`src/rtl/assert_macros.svh`:
```
// ----------------------------------------------------------------------------
// Assertion macros
// Shared concurrent assertion forms used by the aimer RTL.
// ----------------------------------------------------------------------------
`ifndef ASSERT_MACROS_SVH
`define ASSERT_MACROS_SVH

// The consequent must hold in the same cycle as the antecedent.
`define ASSERT_SAME(label, clk, rst, ante, cons) \
   label: assert property (@(posedge clk) disable iff (rst) (ante) |-> (cons)) \
      else $error("%m: assertion failed");

// The consequent must hold in the cycle after the antecedent.
`define ASSERT_NEXT(label, clk, rst, ante, cons) \
   label: assert property (@(posedge clk) disable iff (rst) (ante) |=> (cons)) \
      else $error("%m: assertion failed");

`endif

```
`src/rtl/pidaim_pkg.sv`:
```
// ----------------------------------------------------------------------------
// pidaim_pkg
// Types, widths and constants shared by the two-axis PID servo aimer.
// ----------------------------------------------------------------------------
`default_nettype none

package pidaim_pkg;

   localparam int ERR_W   = 12;
   localparam int GAIN_W  = 12;
   localparam int LIM_W   = 11;
   localparam int PULSE_W = 12;
   localparam int DIFF_W  = ERR_W + 1;
   localparam int PROD_W  = 26;
   localparam int ACC_W   = PROD_W + 2;
   localparam int FRAC_W  = 8;
   localparam int QUO_W   = ACC_W - FRAC_W;
   localparam int POS_W   = PULSE_W + 2;

   localparam int CSR_IDX_W  = 3;
   localparam int CSR_DATA_W = 12;

   localparam logic [CSR_IDX_W-1:0] REG_GAIN_P      = 3'd0;
   localparam logic [CSR_IDX_W-1:0] REG_GAIN_I      = 3'd1;
   localparam logic [CSR_IDX_W-1:0] REG_GAIN_D      = 3'd2;
   localparam logic [CSR_IDX_W-1:0] REG_DRIVE_LIMIT = 3'd3;
   localparam logic [CSR_IDX_W-1:0] REG_PULSE_MIN   = 3'd4;
   localparam logic [CSR_IDX_W-1:0] REG_PULSE_MAX   = 3'd5;

   localparam logic [GAIN_W-1:0]  GAIN_P_RESET      = 12'd768;
   localparam logic [GAIN_W-1:0]  GAIN_I_RESET      = 12'd26;
   localparam logic [GAIN_W-1:0]  GAIN_D_RESET      = 12'd384;
   localparam logic [LIM_W-1:0]   DRIVE_LIMIT_RESET = 11'd300;
   localparam logic [PULSE_W-1:0] PULSE_MIN_RESET   = 12'd500;
   localparam logic [PULSE_W-1:0] PULSE_MAX_RESET   = 12'd2500;
   localparam logic [PULSE_W-1:0] POSITION_RESET    = 12'd1500;

   typedef struct packed {
      logic [GAIN_W-1:0]  gain_p;
      logic [GAIN_W-1:0]  gain_i;
      logic [GAIN_W-1:0]  gain_d;
      logic [LIM_W-1:0]   drive_limit;
      logic [PULSE_W-1:0] pulse_min;
      logic [PULSE_W-1:0] pulse_max;
   } cfg_type;

   typedef struct packed {
      logic signed [PROD_W-1:0] p_term;
      logic signed [PROD_W-1:0] i_term;
      logic signed [PROD_W-1:0] d_term;
   } axis_terms_type;

   typedef struct packed {
      logic           found;
      axis_terms_type yaw;
      axis_terms_type pitch;
   } stage_type;

endpackage

`default_nettype wire

```
`src/rtl/pidaim_front.sv`:
```
// ----------------------------------------------------------------------------
// pidaim_front
// Integral and derivative state of both axes and the registered gain products.
// ----------------------------------------------------------------------------
`default_nettype none

module pidaim_front
   import pidaim_pkg::*;
(
   input  wire logic                    clock,
   input  wire logic                    reset,
   input  wire logic                    load,
   input  wire logic signed [ERR_W-1:0] err_x,
   input  wire logic signed [ERR_W-1:0] err_y,
   input  wire logic                    found,
   input  wire cfg_type                 cfg,
   output      stage_type               stage
);

   logic signed [ERR_W-1:0] yaw_sum_ff, yaw_sum_in;
   logic signed [ERR_W-1:0] yaw_last_ff, yaw_last_in;
   logic signed [ERR_W-1:0] pitch_sum_ff, pitch_sum_in;
   logic signed [ERR_W-1:0] pitch_last_ff, pitch_last_in;
   stage_type               stage_ff, stage_in;

   function automatic logic signed [ERR_W-1:0] clamp_sum(
      input logic signed [DIFF_W-1:0] v,
      input logic [LIM_W-1:0]         lim
   );
      logic signed [DIFF_W-1:0] hi;
      logic signed [DIFF_W-1:0] lo;
      hi = signed'({{(DIFF_W-LIM_W){1'b0}}, lim});
      lo = -hi;
      if (v > hi) begin
         return hi[ERR_W-1:0];
      end else if (v < lo) begin
         return lo[ERR_W-1:0];
      end
      return v[ERR_W-1:0];
   endfunction

   function automatic axis_terms_type axis_terms(
      input logic signed [ERR_W-1:0] e,
      input logic signed [ERR_W-1:0] s,
      input logic signed [ERR_W-1:0] last,
      input cfg_type                 c
   );
      axis_terms_type           t;
      logic signed [DIFF_W-1:0] d;
      logic signed [GAIN_W:0]   gp, gi, gd;
      d  = DIFF_W'(e) - DIFF_W'(last);
      gp = signed'({1'b0, c.gain_p});
      gi = signed'({1'b0, c.gain_i});
      gd = signed'({1'b0, c.gain_d});
      t.p_term = PROD_W'(gp) * PROD_W'(e);
      t.i_term = PROD_W'(gi) * PROD_W'(s);
      t.d_term = PROD_W'(gd) * PROD_W'(d);
      return t;
   endfunction

   always_comb begin
      yaw_sum_in    = clamp_sum(DIFF_W'(yaw_sum_ff) + DIFF_W'(err_x), cfg.drive_limit);
      pitch_sum_in  = clamp_sum(DIFF_W'(pitch_sum_ff) + DIFF_W'(err_y), cfg.drive_limit);
      yaw_last_in   = err_x;
      pitch_last_in = err_y;
      stage_in.found = found;
      stage_in.yaw   = axis_terms(err_x, yaw_sum_in, yaw_last_ff, cfg);
      stage_in.pitch = axis_terms(err_y, pitch_sum_in, pitch_last_ff, cfg);
   end

   always_ff @(posedge clock) begin
      if (reset) begin
         yaw_sum_ff    <= '0;
         yaw_last_ff   <= '0;
         pitch_sum_ff  <= '0;
         pitch_last_ff <= '0;
      end else if (load && found) begin
         yaw_sum_ff    <= yaw_sum_in;
         yaw_last_ff   <= yaw_last_in;
         pitch_sum_ff  <= pitch_sum_in;
         pitch_last_ff <= pitch_last_in;
      end
   end

   always_ff @(posedge clock) begin
      if (load) begin
         stage_ff <= stage_in;
      end
   end

   assign stage = stage_ff;

endmodule

`default_nettype wire

```
`src/rtl/pidaim_back.sv`:
```
// ----------------------------------------------------------------------------
// pidaim_back
// Sums the gain products, scales and limits the correction, and moves the
// servo positions, which also serve as the result register.
// ----------------------------------------------------------------------------
`default_nettype none

module pidaim_back
   import pidaim_pkg::*;
(
   input  wire logic              clock,
   input  wire logic              reset,
   input  wire logic              advance,
   input  wire stage_type         stage,
   input  wire cfg_type           cfg,
   output      logic [PULSE_W-1:0] yaw_pulse,
   output      logic [PULSE_W-1:0] pitch_pulse
);

   logic [PULSE_W-1:0]      yaw_pos_ff, yaw_pos_in;
   logic [PULSE_W-1:0]      pitch_pos_ff, pitch_pos_in;
   logic signed [ERR_W-1:0] yaw_corr, pitch_corr;

   function automatic logic signed [ERR_W-1:0] correction(
      input axis_terms_type   t,
      input logic [LIM_W-1:0] lim
   );
      logic signed [ACC_W-1:0] acc;
      logic signed [ACC_W-1:0] biased;
      logic signed [QUO_W-1:0] q;
      logic signed [QUO_W-1:0] hi;
      logic signed [QUO_W-1:0] lo;
      acc = ACC_W'(t.p_term) + ACC_W'(t.i_term) + ACC_W'(t.d_term);
      biased = acc[ACC_W-1] ? acc + ACC_W'((1 << FRAC_W) - 1) : acc;
      q  = signed'(biased[ACC_W-1:FRAC_W]);
      hi = signed'({{(QUO_W-LIM_W){1'b0}}, lim});
      lo = -hi;
      if (q > hi) begin
         return hi[ERR_W-1:0];
      end else if (q < lo) begin
         return lo[ERR_W-1:0];
      end
      return q[ERR_W-1:0];
   endfunction

   function automatic logic [PULSE_W-1:0] clamp_pulse(
      input logic signed [POS_W-1:0] v,
      input cfg_type                 c
   );
      logic signed [POS_W-1:0] r;
      logic signed [POS_W-1:0] lo;
      logic signed [POS_W-1:0] hi;
      lo = signed'({2'b00, c.pulse_min});
      hi = signed'({2'b00, c.pulse_max});
      r  = v;
      if (r < lo) begin
         r = lo;
      end
      if (r > hi) begin
         r = hi;
      end
      return r[PULSE_W-1:0];
   endfunction

   always_comb begin
      yaw_corr     = correction(stage.yaw, cfg.drive_limit);
      pitch_corr   = correction(stage.pitch, cfg.drive_limit);
      yaw_pos_in   = clamp_pulse(signed'({2'b00, yaw_pos_ff}) + POS_W'(yaw_corr), cfg);
      pitch_pos_in = clamp_pulse(signed'({2'b00, pitch_pos_ff}) - POS_W'(pitch_corr), cfg);
   end

   always_ff @(posedge clock) begin
      if (reset) begin
         yaw_pos_ff   <= POSITION_RESET;
         pitch_pos_ff <= POSITION_RESET;
      end else if (advance && stage.found) begin
         yaw_pos_ff   <= yaw_pos_in;
         pitch_pos_ff <= pitch_pos_in;
      end
   end

   assign yaw_pulse   = yaw_pos_ff;
   assign pitch_pulse = pitch_pos_ff;

endmodule

`default_nettype wire

```
`src/rtl/two_axis_pid_servo_aimer_top.sv`:
```
// The aimer takes one camera report per clock cycle while the result channel
// keeps up. An accepted report is registered in the stage register; when that
// stage advances, rsp_tvalid rises with both servo pulse widths. The stage
// waits while a held result is stalled. Accepting a found report updates the
// integrals and previous errors; each accepted report registers the three gain
// products of each axis. Advancing a found report forms the scaled, limited
// correction and moves the servo positions, held as the result. Each feedback
// loop (integral, previous error, servo position) closes through one register.
// ----------------------------------------------------------------------------
// two_axis_pid_servo_aimer_top
// Two-axis PID servo aimer with shared gains and clamped integral and output.
// ----------------------------------------------------------------------------
`default_nettype none

`include "assert_macros.svh"

module two_axis_pid_servo_aimer_top
   import pidaim_pkg::*;
(
   input  wire logic                  clock,
   input  wire logic                  reset,

   input  wire logic                  req_tvalid,
   output      logic                  req_tready,
   input  wire logic [23:0]           req_tdata,   // err_x, err_y
   input  wire logic                  req_tuser,   // found

   output      logic                  rsp_tvalid,
   input  wire logic                  rsp_tready,
   output      logic [23:0]           rsp_tdata,   // yaw_pulse, pitch_pulse

   input  wire logic                  csr_valid,
   output      logic                  csr_ready,
   input  wire logic [CSR_IDX_W-1:0]  csr_index,
   input  wire logic [CSR_DATA_W-1:0] csr_data
);

   cfg_type            cfg_ff;
   logic               s1_valid_ff, s1_valid_in;
   logic               rsp_valid_ff, rsp_valid_in;
   logic               accept;
   logic               advance;
   stage_type          stage;
   logic [PULSE_W-1:0] yaw_pulse, pitch_pulse;

   assign csr_ready = 1'b1;

   always_ff @(posedge clock) begin
      if (reset) begin
         cfg_ff.gain_p      <= GAIN_P_RESET;
         cfg_ff.gain_i      <= GAIN_I_RESET;
         cfg_ff.gain_d      <= GAIN_D_RESET;
         cfg_ff.drive_limit <= DRIVE_LIMIT_RESET;
         cfg_ff.pulse_min   <= PULSE_MIN_RESET;
         cfg_ff.pulse_max   <= PULSE_MAX_RESET;
      end else if (csr_valid && csr_ready) begin
         unique case (csr_index)
            REG_GAIN_P:      cfg_ff.gain_p      <= csr_data[GAIN_W-1:0];
            REG_GAIN_I:      cfg_ff.gain_i      <= csr_data[GAIN_W-1:0];
            REG_GAIN_D:      cfg_ff.gain_d      <= csr_data[GAIN_W-1:0];
            REG_DRIVE_LIMIT: cfg_ff.drive_limit <= csr_data[LIM_W-1:0];
            REG_PULSE_MIN:   cfg_ff.pulse_min   <= csr_data[PULSE_W-1:0];
            REG_PULSE_MAX:   cfg_ff.pulse_max   <= csr_data[PULSE_W-1:0];
            default: ;
         endcase
      end
   end

   assign advance    = s1_valid_ff && (!rsp_valid_ff || rsp_tready);
   assign req_tready = !s1_valid_ff || advance;
   assign accept     = req_tvalid && req_tready;

   always_comb begin
      s1_valid_in = s1_valid_ff;
      if (accept) begin
         s1_valid_in = 1'b1;
      end else if (advance) begin
         s1_valid_in = 1'b0;
      end
      rsp_valid_in = rsp_valid_ff;
      if (advance) begin
         rsp_valid_in = 1'b1;
      end else if (rsp_tready) begin
         rsp_valid_in = 1'b0;
      end
   end

   always_ff @(posedge clock) begin
      if (reset) begin
         s1_valid_ff  <= 1'b0;
         rsp_valid_ff <= 1'b0;
      end else begin
         s1_valid_ff  <= s1_valid_in;
         rsp_valid_ff <= rsp_valid_in;
      end
   end

   pidaim_front u_front (
      .clock (clock),
      .reset (reset),
      .load  (accept),
      .err_x (signed'(req_tdata[ERR_W-1:0])),
      .err_y (signed'(req_tdata[2*ERR_W-1:ERR_W])),
      .found (req_tuser),
      .cfg   (cfg_ff),
      .stage (stage)
   );

   pidaim_back u_back (
      .clock       (clock),
      .reset       (reset),
      .advance     (advance),
      .stage       (stage),
      .cfg         (cfg_ff),
      .yaw_pulse   (yaw_pulse),
      .pitch_pulse (pitch_pulse)
   );

   assign rsp_tvalid = rsp_valid_ff;
   assign rsp_tdata  = {pitch_pulse, yaw_pulse};

   `ASSERT_NEXT(a_accept_fills_stage, clock, reset, accept, s1_valid_ff)
   `ASSERT_NEXT(a_stalled_stage_holds, clock, reset, s1_valid_ff && !advance, s1_valid_ff)
   `ASSERT_NEXT(a_pulse_in_range, clock, reset,
      advance && stage.found && !csr_valid && (cfg_ff.pulse_min <= cfg_ff.pulse_max),
      (yaw_pulse >= cfg_ff.pulse_min) && (yaw_pulse <= cfg_ff.pulse_max) &&
      (pitch_pulse >= cfg_ff.pulse_min) && (pitch_pulse <= cfg_ff.pulse_max))
   `ASSERT_SAME(a_ready_when_empty, clock, reset, !s1_valid_ff, req_tready)

endmodule

`default_nettype wire

```
`config.mk`:
```
export PLATFORM = sky130hd
export DESIGN_NAME = two_axis_pid_servo_aimer_top
export DESIGN_NICKNAME = d
export VERILOG_FILES = /design/src/rtl/pidaim_pkg.sv /design/src/rtl/pidaim_front.sv /design/src/rtl/pidaim_back.sv /design/src/rtl/two_axis_pid_servo_aimer_top.sv
export VERILOG_INCLUDE_DIRS = /design/src /design/src/rtl
export SDC_FILE = /design/constraint.sdc
export NUM_CORES = 2
export LEC_CHECK = 0
export BUFFER_PORTS_ARGS = -buffer_cell sky130_fd_sc_hd__buf_4
export CAP_MARGIN = 40
export CORE_UTILIZATION = 60
export DETAILED_ROUTE_END_ITERATION = 10
export HOLD_SLACK_MARGIN = 0.02
export PLACE_DENSITY = 0.76
export SLEW_MARGIN = 5
export SYNTH_ARGS = -nofsm -noshare
export SYNTH_HDL_FRONTEND = slang
export SYNTH_HIERARCHICAL = 1
export SYNTH_SLANG_ARGS = --single-unit
```
`constraint.sdc`:
```
create_clock -name clock -period 13 [get_ports clock]
set_input_delay 1.3 -clock clock [delete_from_list [all_inputs] [get_ports clock]]
set_output_delay 1.3 -clock clock [all_outputs]
set_load 0.005 [all_outputs]
```
* Yosys cells after proc, flatten, opt, wreduce, memory -nomap -nowiden
Index checks and enable logic that the tools add are counted.
Word-level totals: flip-flop bits (word level) 298, bits in latches 0, memory bits (writable) 0, logic and storage cells 105, memories kept 0, bits of input ports 45, bits in read-only memories 0, output and inout port bits 27
Cells by class: add/subtract/negate cells 14, reduce and logical (&&, ||, !) cells 17, magnitude comparators 12, multiplexer cells 30, shifts and indexed selects 0, eq/ne operators 5, div/mod/pow operators 0, bitwise logic cells 0, multiply operators 6
Operators by type and width (count):
- two-way mux 12 bit | 14
- multiplier 13 x 12 -> 25 bit | 4
- adder 28 x 9 -> 28 bit, second input constant | 2
- two-way mux 28 bit | 2
- adder 26 x 26 -> 27 bit | 2
- adder 25 x 25 -> 26 bit | 2
- multiplier 13 x 13 -> 26 bit | 2
- > comparator 20 x 12 -> 1 bit | 2
- < comparator 20 bit | 2
- > comparator 14 x 13 -> 1 bit | 2
- < comparator 14 x 13 -> 1 bit | 2
- two-way mux 14 bit | 2
- adder 12 x 12 -> 13 bit | 2
- > comparator 13 x 12 -> 1 bit | 2
- < comparator 13 bit | 2
- subtractor 12 x 12 -> 13 bit | 2
- negation 11 -> 20 bit | 1
- adder 13 x 12 -> 14 bit | 1
- subtractor 13 x 12 -> 14 bit | 1
- negation 11 -> 13 bit | 1
- two-way mux 1 bit | 12
- AND reduction 2 bit | 6
- equality test 3 x 2 -> 1 bit, second input constant | 2
- equality test 3 bit, second input constant | 2
- 6 further kinds | 12

* Depth between registers and ports, before layout
word-level depth 13, gate-level depth with buffers 69, gate-level depth less buffers 66

* Cells and area by module
The synthesis kept the hierarchy.
By module, submodules not included:
- pidaim_front | cells an instance 4576, area an instance 41695.0 um^2, times used 1
- pidaim_back | cells an instance 1565, area an instance 11554.8 um^2, times used 1
- two_axis_pid_servo_aimer_top | cells an instance 274, area an instance 2900.3 um^2, times used 1

* Least setup slack after synthesis
Ideal clock, no wire load.
kind reg2reg, start register u_front.stage_ff (netlist bit u_front/stage[27]), end register u_back.pitch_pos_ff[11], in the netlist u_back/pitch_pulse[11], setup slack 1541 ps, data required time 12871 ps, arrival 11330 ps, clock period less this slack 11459 ps, buffers on the path 4, cell stages (with the launch flop) 61, library setup time 129 ps, cell sequence edfxtp_1 inv_1 fa_1 inv_1 ha_1 inv_1 fa_1 nand2b_1 a21oi_1 o21a_1 o21ai_1 and2_1 xor2_1 or4_1 buf_2 or3_1 xor2_1 ha_1 [... 25 more ...] ha_1 clkbuf_1 clkbuf_1 nand2_1 o31ai_1 ha_1 nor2b_1 o21ai_0 nand2_1 a21oi_1 o21ai_0 a21o_1 a21oi_1 nor3_1 a221oi_2 nand2_1 o21ai_0 a21oi_1
Between the ends: longest elaborated chain between the ends 13
Ends and longest elaborated chain:
- start, declared | line pidaim_front.sv:24 | stage_type stage_ff, stage_in;
- start signal, assigned | line pidaim_front.sv:87 | stage_ff <= stage_in;
- adder 25 x 25 -> 26 bit (*) | line pidaim_back.sv:33 | acc = ACC_W'(t.p_term) + ACC_W'(t.i_term) + ACC_W'(t.d_term);
- adder 26 x 26 -> 27 bit (*) | line pidaim_back.sv:33
- adder 28 x 9 -> 28 bit | line pidaim_back.sv:34 | biased = acc[ACC_W-1] ? acc + ACC_W'((1 << FRAC_W) - 1) : acc;
- two-way mux 28 bit (*) | line pidaim_back.sv:34
- < comparator 20 bit | line pidaim_back.sv:40 | end else if (q < lo) begin
- two-way mux 1 bit | line pidaim_back.sv:40
- two-way mux 1 bit | line pidaim_back.sv:38 | if (q > hi) begin
- two-way mux 12 bit (*) | line pidaim_back.sv:43 | return q[ERR_W-1:0];
- subtractor 13 x 12 -> 14 bit (*) | line pidaim_back.sv:69 | pitch_pos_in = clamp_pulse(signed'({2'b00, pitch_pos_ff}) - POS_W'(pitch_corr), cfg);
- < comparator 14 x 13 -> 1 bit | line pidaim_back.sv:56 | if (r < lo) begin
- two-way mux 14 bit (*) | line pidaim_back.sv:56
- > comparator 14 x 13 -> 1 bit | line pidaim_back.sv:59 | if (r > hi) begin
- two-way mux 12 bit (*) | line pidaim_back.sv:59
- end signal, assigned | line pidaim_back.sv:78 | pitch_pos_ff <= pitch_pos_in;
- end, declared | line pidaim_back.sv:21 | logic [PULSE_W-1:0] pitch_pos_ff, pitch_pos_in;
Every way passes the cells marked *; elsewhere a longest branch is shown, timed or not. A chain may end at the register's enable or synchronous reset.

* Final worst setup path
start register u_front.stage_ff (netlist bit u_front/stage[105]), end register u_back.yaw_pos_ff[5], in the netlist u_back/yaw_pulse[5]
Between the ends: longest elaborated chain between the ends 13
Ends and longest elaborated chain:
- adder 25 x 25 -> 26 bit (*) | line pidaim_back.sv:33
- adder 26 x 26 -> 27 bit (*) | line pidaim_back.sv:33
- adder 28 x 9 -> 28 bit | line pidaim_back.sv:34
- two-way mux 28 bit (*) | line pidaim_back.sv:34
- < comparator 20 bit | line pidaim_back.sv:40
- two-way mux 1 bit | line pidaim_back.sv:40
- two-way mux 1 bit | line pidaim_back.sv:38
- two-way mux 12 bit (*) | line pidaim_back.sv:43
- adder 13 x 12 -> 14 bit (*) | line pidaim_back.sv:68 | yaw_pos_in = clamp_pulse(signed'({2'b00, yaw_pos_ff}) + POS_W'(yaw_corr), cfg);
- < comparator 14 x 13 -> 1 bit | line pidaim_back.sv:56
- two-way mux 14 bit (*) | line pidaim_back.sv:56
- > comparator 14 x 13 -> 1 bit | line pidaim_back.sv:59
- two-way mux 12 bit (*) | line pidaim_back.sv:59
- end signal, assigned | line pidaim_back.sv:77 | yaw_pos_ff <= yaw_pos_in;
- end, declared | line pidaim_back.sv:20 | logic [PULSE_W-1:0] yaw_pos_ff, yaw_pos_in;
Marks and branches as above.

==> results.sh <==
export IMPL_outcome="complete, no violations"
export IMPL_synthArstFlopShare=0
export IMPL_die_area_sq_um=94800
export IMPL_num_rows=111
export IMPL_dpl_hpwl_um=131000
export IMPL_cap_violations=0
export IMPL_num_fill_cells=7867
export IMPL_synth_common_cells="inv_1 (1078), ha_1 (775), fa_1 (684), nand2_1 (587), nor2_1 (286)"
export IMPL_worstPathRequired_ns=13.50
export IMPL_finalSetupTns_ns=0
export IMPL_highest_layer="met5"
export IMPL_hold_buffers=0
export IMPL_reg2reg_depth=59
export IMPL_cts_buffers=39
export IMPL_synthXorXnorAreaFrac=0.0357
export IMPL_register_area_sq_um=7500
export IMPL_drtIter0Drc=3742
export IMPL_synth_cells=6415
export IMPL_synth_adder_area_share=0.417
export IMPL_synth_area_leaders="fa_1 (24%), ha_1 (17%), edfxtp_1 (8.2%)"
export IMPL_synth_distinct_cells=113
export IMPL_finClkSkew_ns=0.0185
export IMPL_crit_type="flip-flop to flip-flop"
export IMPL_clkTransAtPathRegs_ns=0.06
export IMPL_tritoncts="built"
export IMPL_yosysTopAreaCellShare=0.244
export IMPL_grt_usage=0.354
export IMPL_slowest_stage="or4b_4"
export IMPL_num_io_pins=72
export IMPL_syn_nets=7919
export IMPL_drv_slew=0
export IMPL_yosysSeqAreaShare=0.134
export IMPL_final_layout_size_suffix_gt1_frac=0.0664
export IMPL_rrSetupSlack_ns=0.84
export IMPL_hp_class="flip-flop to flip-flop"
export IMPL_critical_path_top_delay_family="compound AO/OA/AOI/OAI gates"
export IMPL_wire_per_inst_um=21.5
export IMPL_synth_area_leader_cell="fa_1"
export IMPL_synth_edff_count=153
export IMPL_yosysWarnings=6
export IMPL_dr_wl_met2_um=76800
export IMPL_clock_root_buffer="clkbuf_16"
export IMPL_max_stage_delay_ns=0.56
export IMPL_synth_most_common_cell="inv_1"
export IMPL_met3_length_um=12200
export IMPL_grt_pass1_wl_um=260000
export IMPL_clock_latency_ns=0.61
export IMPL_clkSinkCount=298
export IMPL_num_vias=45748
export IMPL_worstHoldPathCells=2
export IMPL_worstSetupEndpointType="flip-flop"
export IMPL_drc=0
export IMPL_synthMuxAreaShare=0.0280
export IMPL_path_buf_inv=6
export IMPL_synth_simple_gate_area_frac=0.168
export IMPL_worst_path_max_fanout=14
export IMPL_grt_remaining_overflow=0
export IMPL_synth_compound_area_frac=0.123
export IMPL_relSlewSlack=0.353
export IMPL_syn_to_final_growth_pct=6.02
export IMPL_worstSetupStartpointType="flip-flop"
export IMPL_htreeDepth=2
export IMPL_die_w_um=308
export IMPL_grt_setup_unrepaired="false"
export IMPL_place_congestion=1.03
export IMPL_avgViaCountPerCell=5.99
export IMPL_finalCritPeriodShare=0.935
export IMPL_max_slew_worst_pin_slew_ns=0.958
export IMPL_ant_nets=0
export IMPL_io_buffers=70
export IMPL_dieHeight_um=308
export IMPL_synth_top_family_by_area="adder cells"
export IMPL_worstPathArrival_ns=12.66
export IMPL_critical_path_cell_count=59
export IMPL_m1WireLength_um=68300
export IMPL_synth_ff_type="edfxtp_1"
export IMPL_fin_nets=7863
export IMPL_first_global_vias=46855
export IMPL_start_util=0.609
export IMPL_synth_seq_cells=298
export IMPL_hold_violations=0
export IMPL_fin_crit_ns=12.16
export IMPL_drt_pass1_iter_count=6
export IMPL_grt_max_degree=85
export IMPL_core_area_sq_um=92200
export IMPL_drt_wl_total_um=164000
export IMPL_antenna_found_initial=2
export IMPL_synth_area_sq_um=56200
export IMPL_timing_fmax_mhz=82.2
export IMPL_clockBufferDepth=3
export IMPL_multi_input_area_sq_um=43500
export IMPL_final_setup_viol_count=0
export IMPL_syn_mean_instance_area_sq_um=8.75
-- worst min-delay path, stage by stage, from the launching register on --
cell,delay [ns]
dfxtp_1,0.30
nand2_1,0.05
a21oi_1,0.05
-- metrics by stage --
stage           util  hold slack [ns]  instances  instance area (sq um)  setup WS [ns]
2_1_floorplan      -            0.434       6415                  56200           1.54
3_3_place_gp   0.626            0.442       7533                  57700          0.812
3_5_place_dp   0.629            0.446       7557                  58000          0.661
4_1_cts        0.644            0.454       7629                  59400          0.557
5_1_grt        0.645            0.470       7633                  59500         0.0101
6_report       0.646            0.452       7638                  59500          0.840
-- cells in the final DEF, fill, tap and decap left out, drive strengths merged, types with 185 or more instances in the layout --
cell type | netlist | final
inv | 1078 | 1083
ha | 775 | 775
fa | 684 | 684
nand2 | 587 | 587
nor2 | 286 | 286
a21oi | 274 | 274
o21ai | 219 | 219
buf | 70 | 197
and2 | 191 | 191
nand3 | 185 | 185
-- cells by family after synthesis --
family	count (synthesis)
compound gates	1035
xor+xnor	229
fa+ha+maj	1459
buf+inv	1373
flops	298
mux	152
other cells	1
simple gates	1868
-- path summary, 6_finish.rpt --
kind / startpoint / to
worst min register to register: u_front/pitch_last_ff[11] / u_front/pitch_last_ff[11]
worst max register to register: u_front/stage[105] / u_back/yaw_pulse[5]
worst max-delay path: u_front/stage[105] / u_back/yaw_pulse[5]
worst min-delay path: u_front/pitch_last_ff[11] / u_front/pitch_last_ff[11]
-- state kept, by name (all words and copies together), names as in the netlist --
signal / count
rsp_tvalid: 1
s1_valid_ff: 1
u_front/pitch_sum_ff: 12
u_front/yaw_last_ff: 12
u_front/yaw_sum_ff: 12
u_front/stage: 153
u_back/pitch_pulse: 12
u_front/pitch_last_ff: 12
cfg_ff: 71
u_back/yaw_pulse: 12
-- routing by layer --
layer  track usage  vias to the layer above
met2         0.585                     1788
met3        0.0550                      362
met4         0.147                        2
li1              -                    21054
met1         0.461                    22542
met5             0                        -
-- cell type report --
type / count / area share
antenna: 5 / 0.000210
clock buffer: 51 / 0.0185
clock inverter: 21 / 0.00387
multi-input combinational: 4744 / 0.731
timing repair buffer: 197 / 0.0265
sequential: 298 / 0.126
tap: 1243 / 0.0261
inverter: 1079 / 0.0680
-- what timing repair did --
item                       4_1_cts  5_1_grt
setup buffers                    0        3
hold endpoints to repair         0        0
gates resized for setup          0       33
setup endpoints to repair        0       24
Power is not shown: default switching activity piles up to over one toggle a cycle in this logic, so the estimate is an artifact.
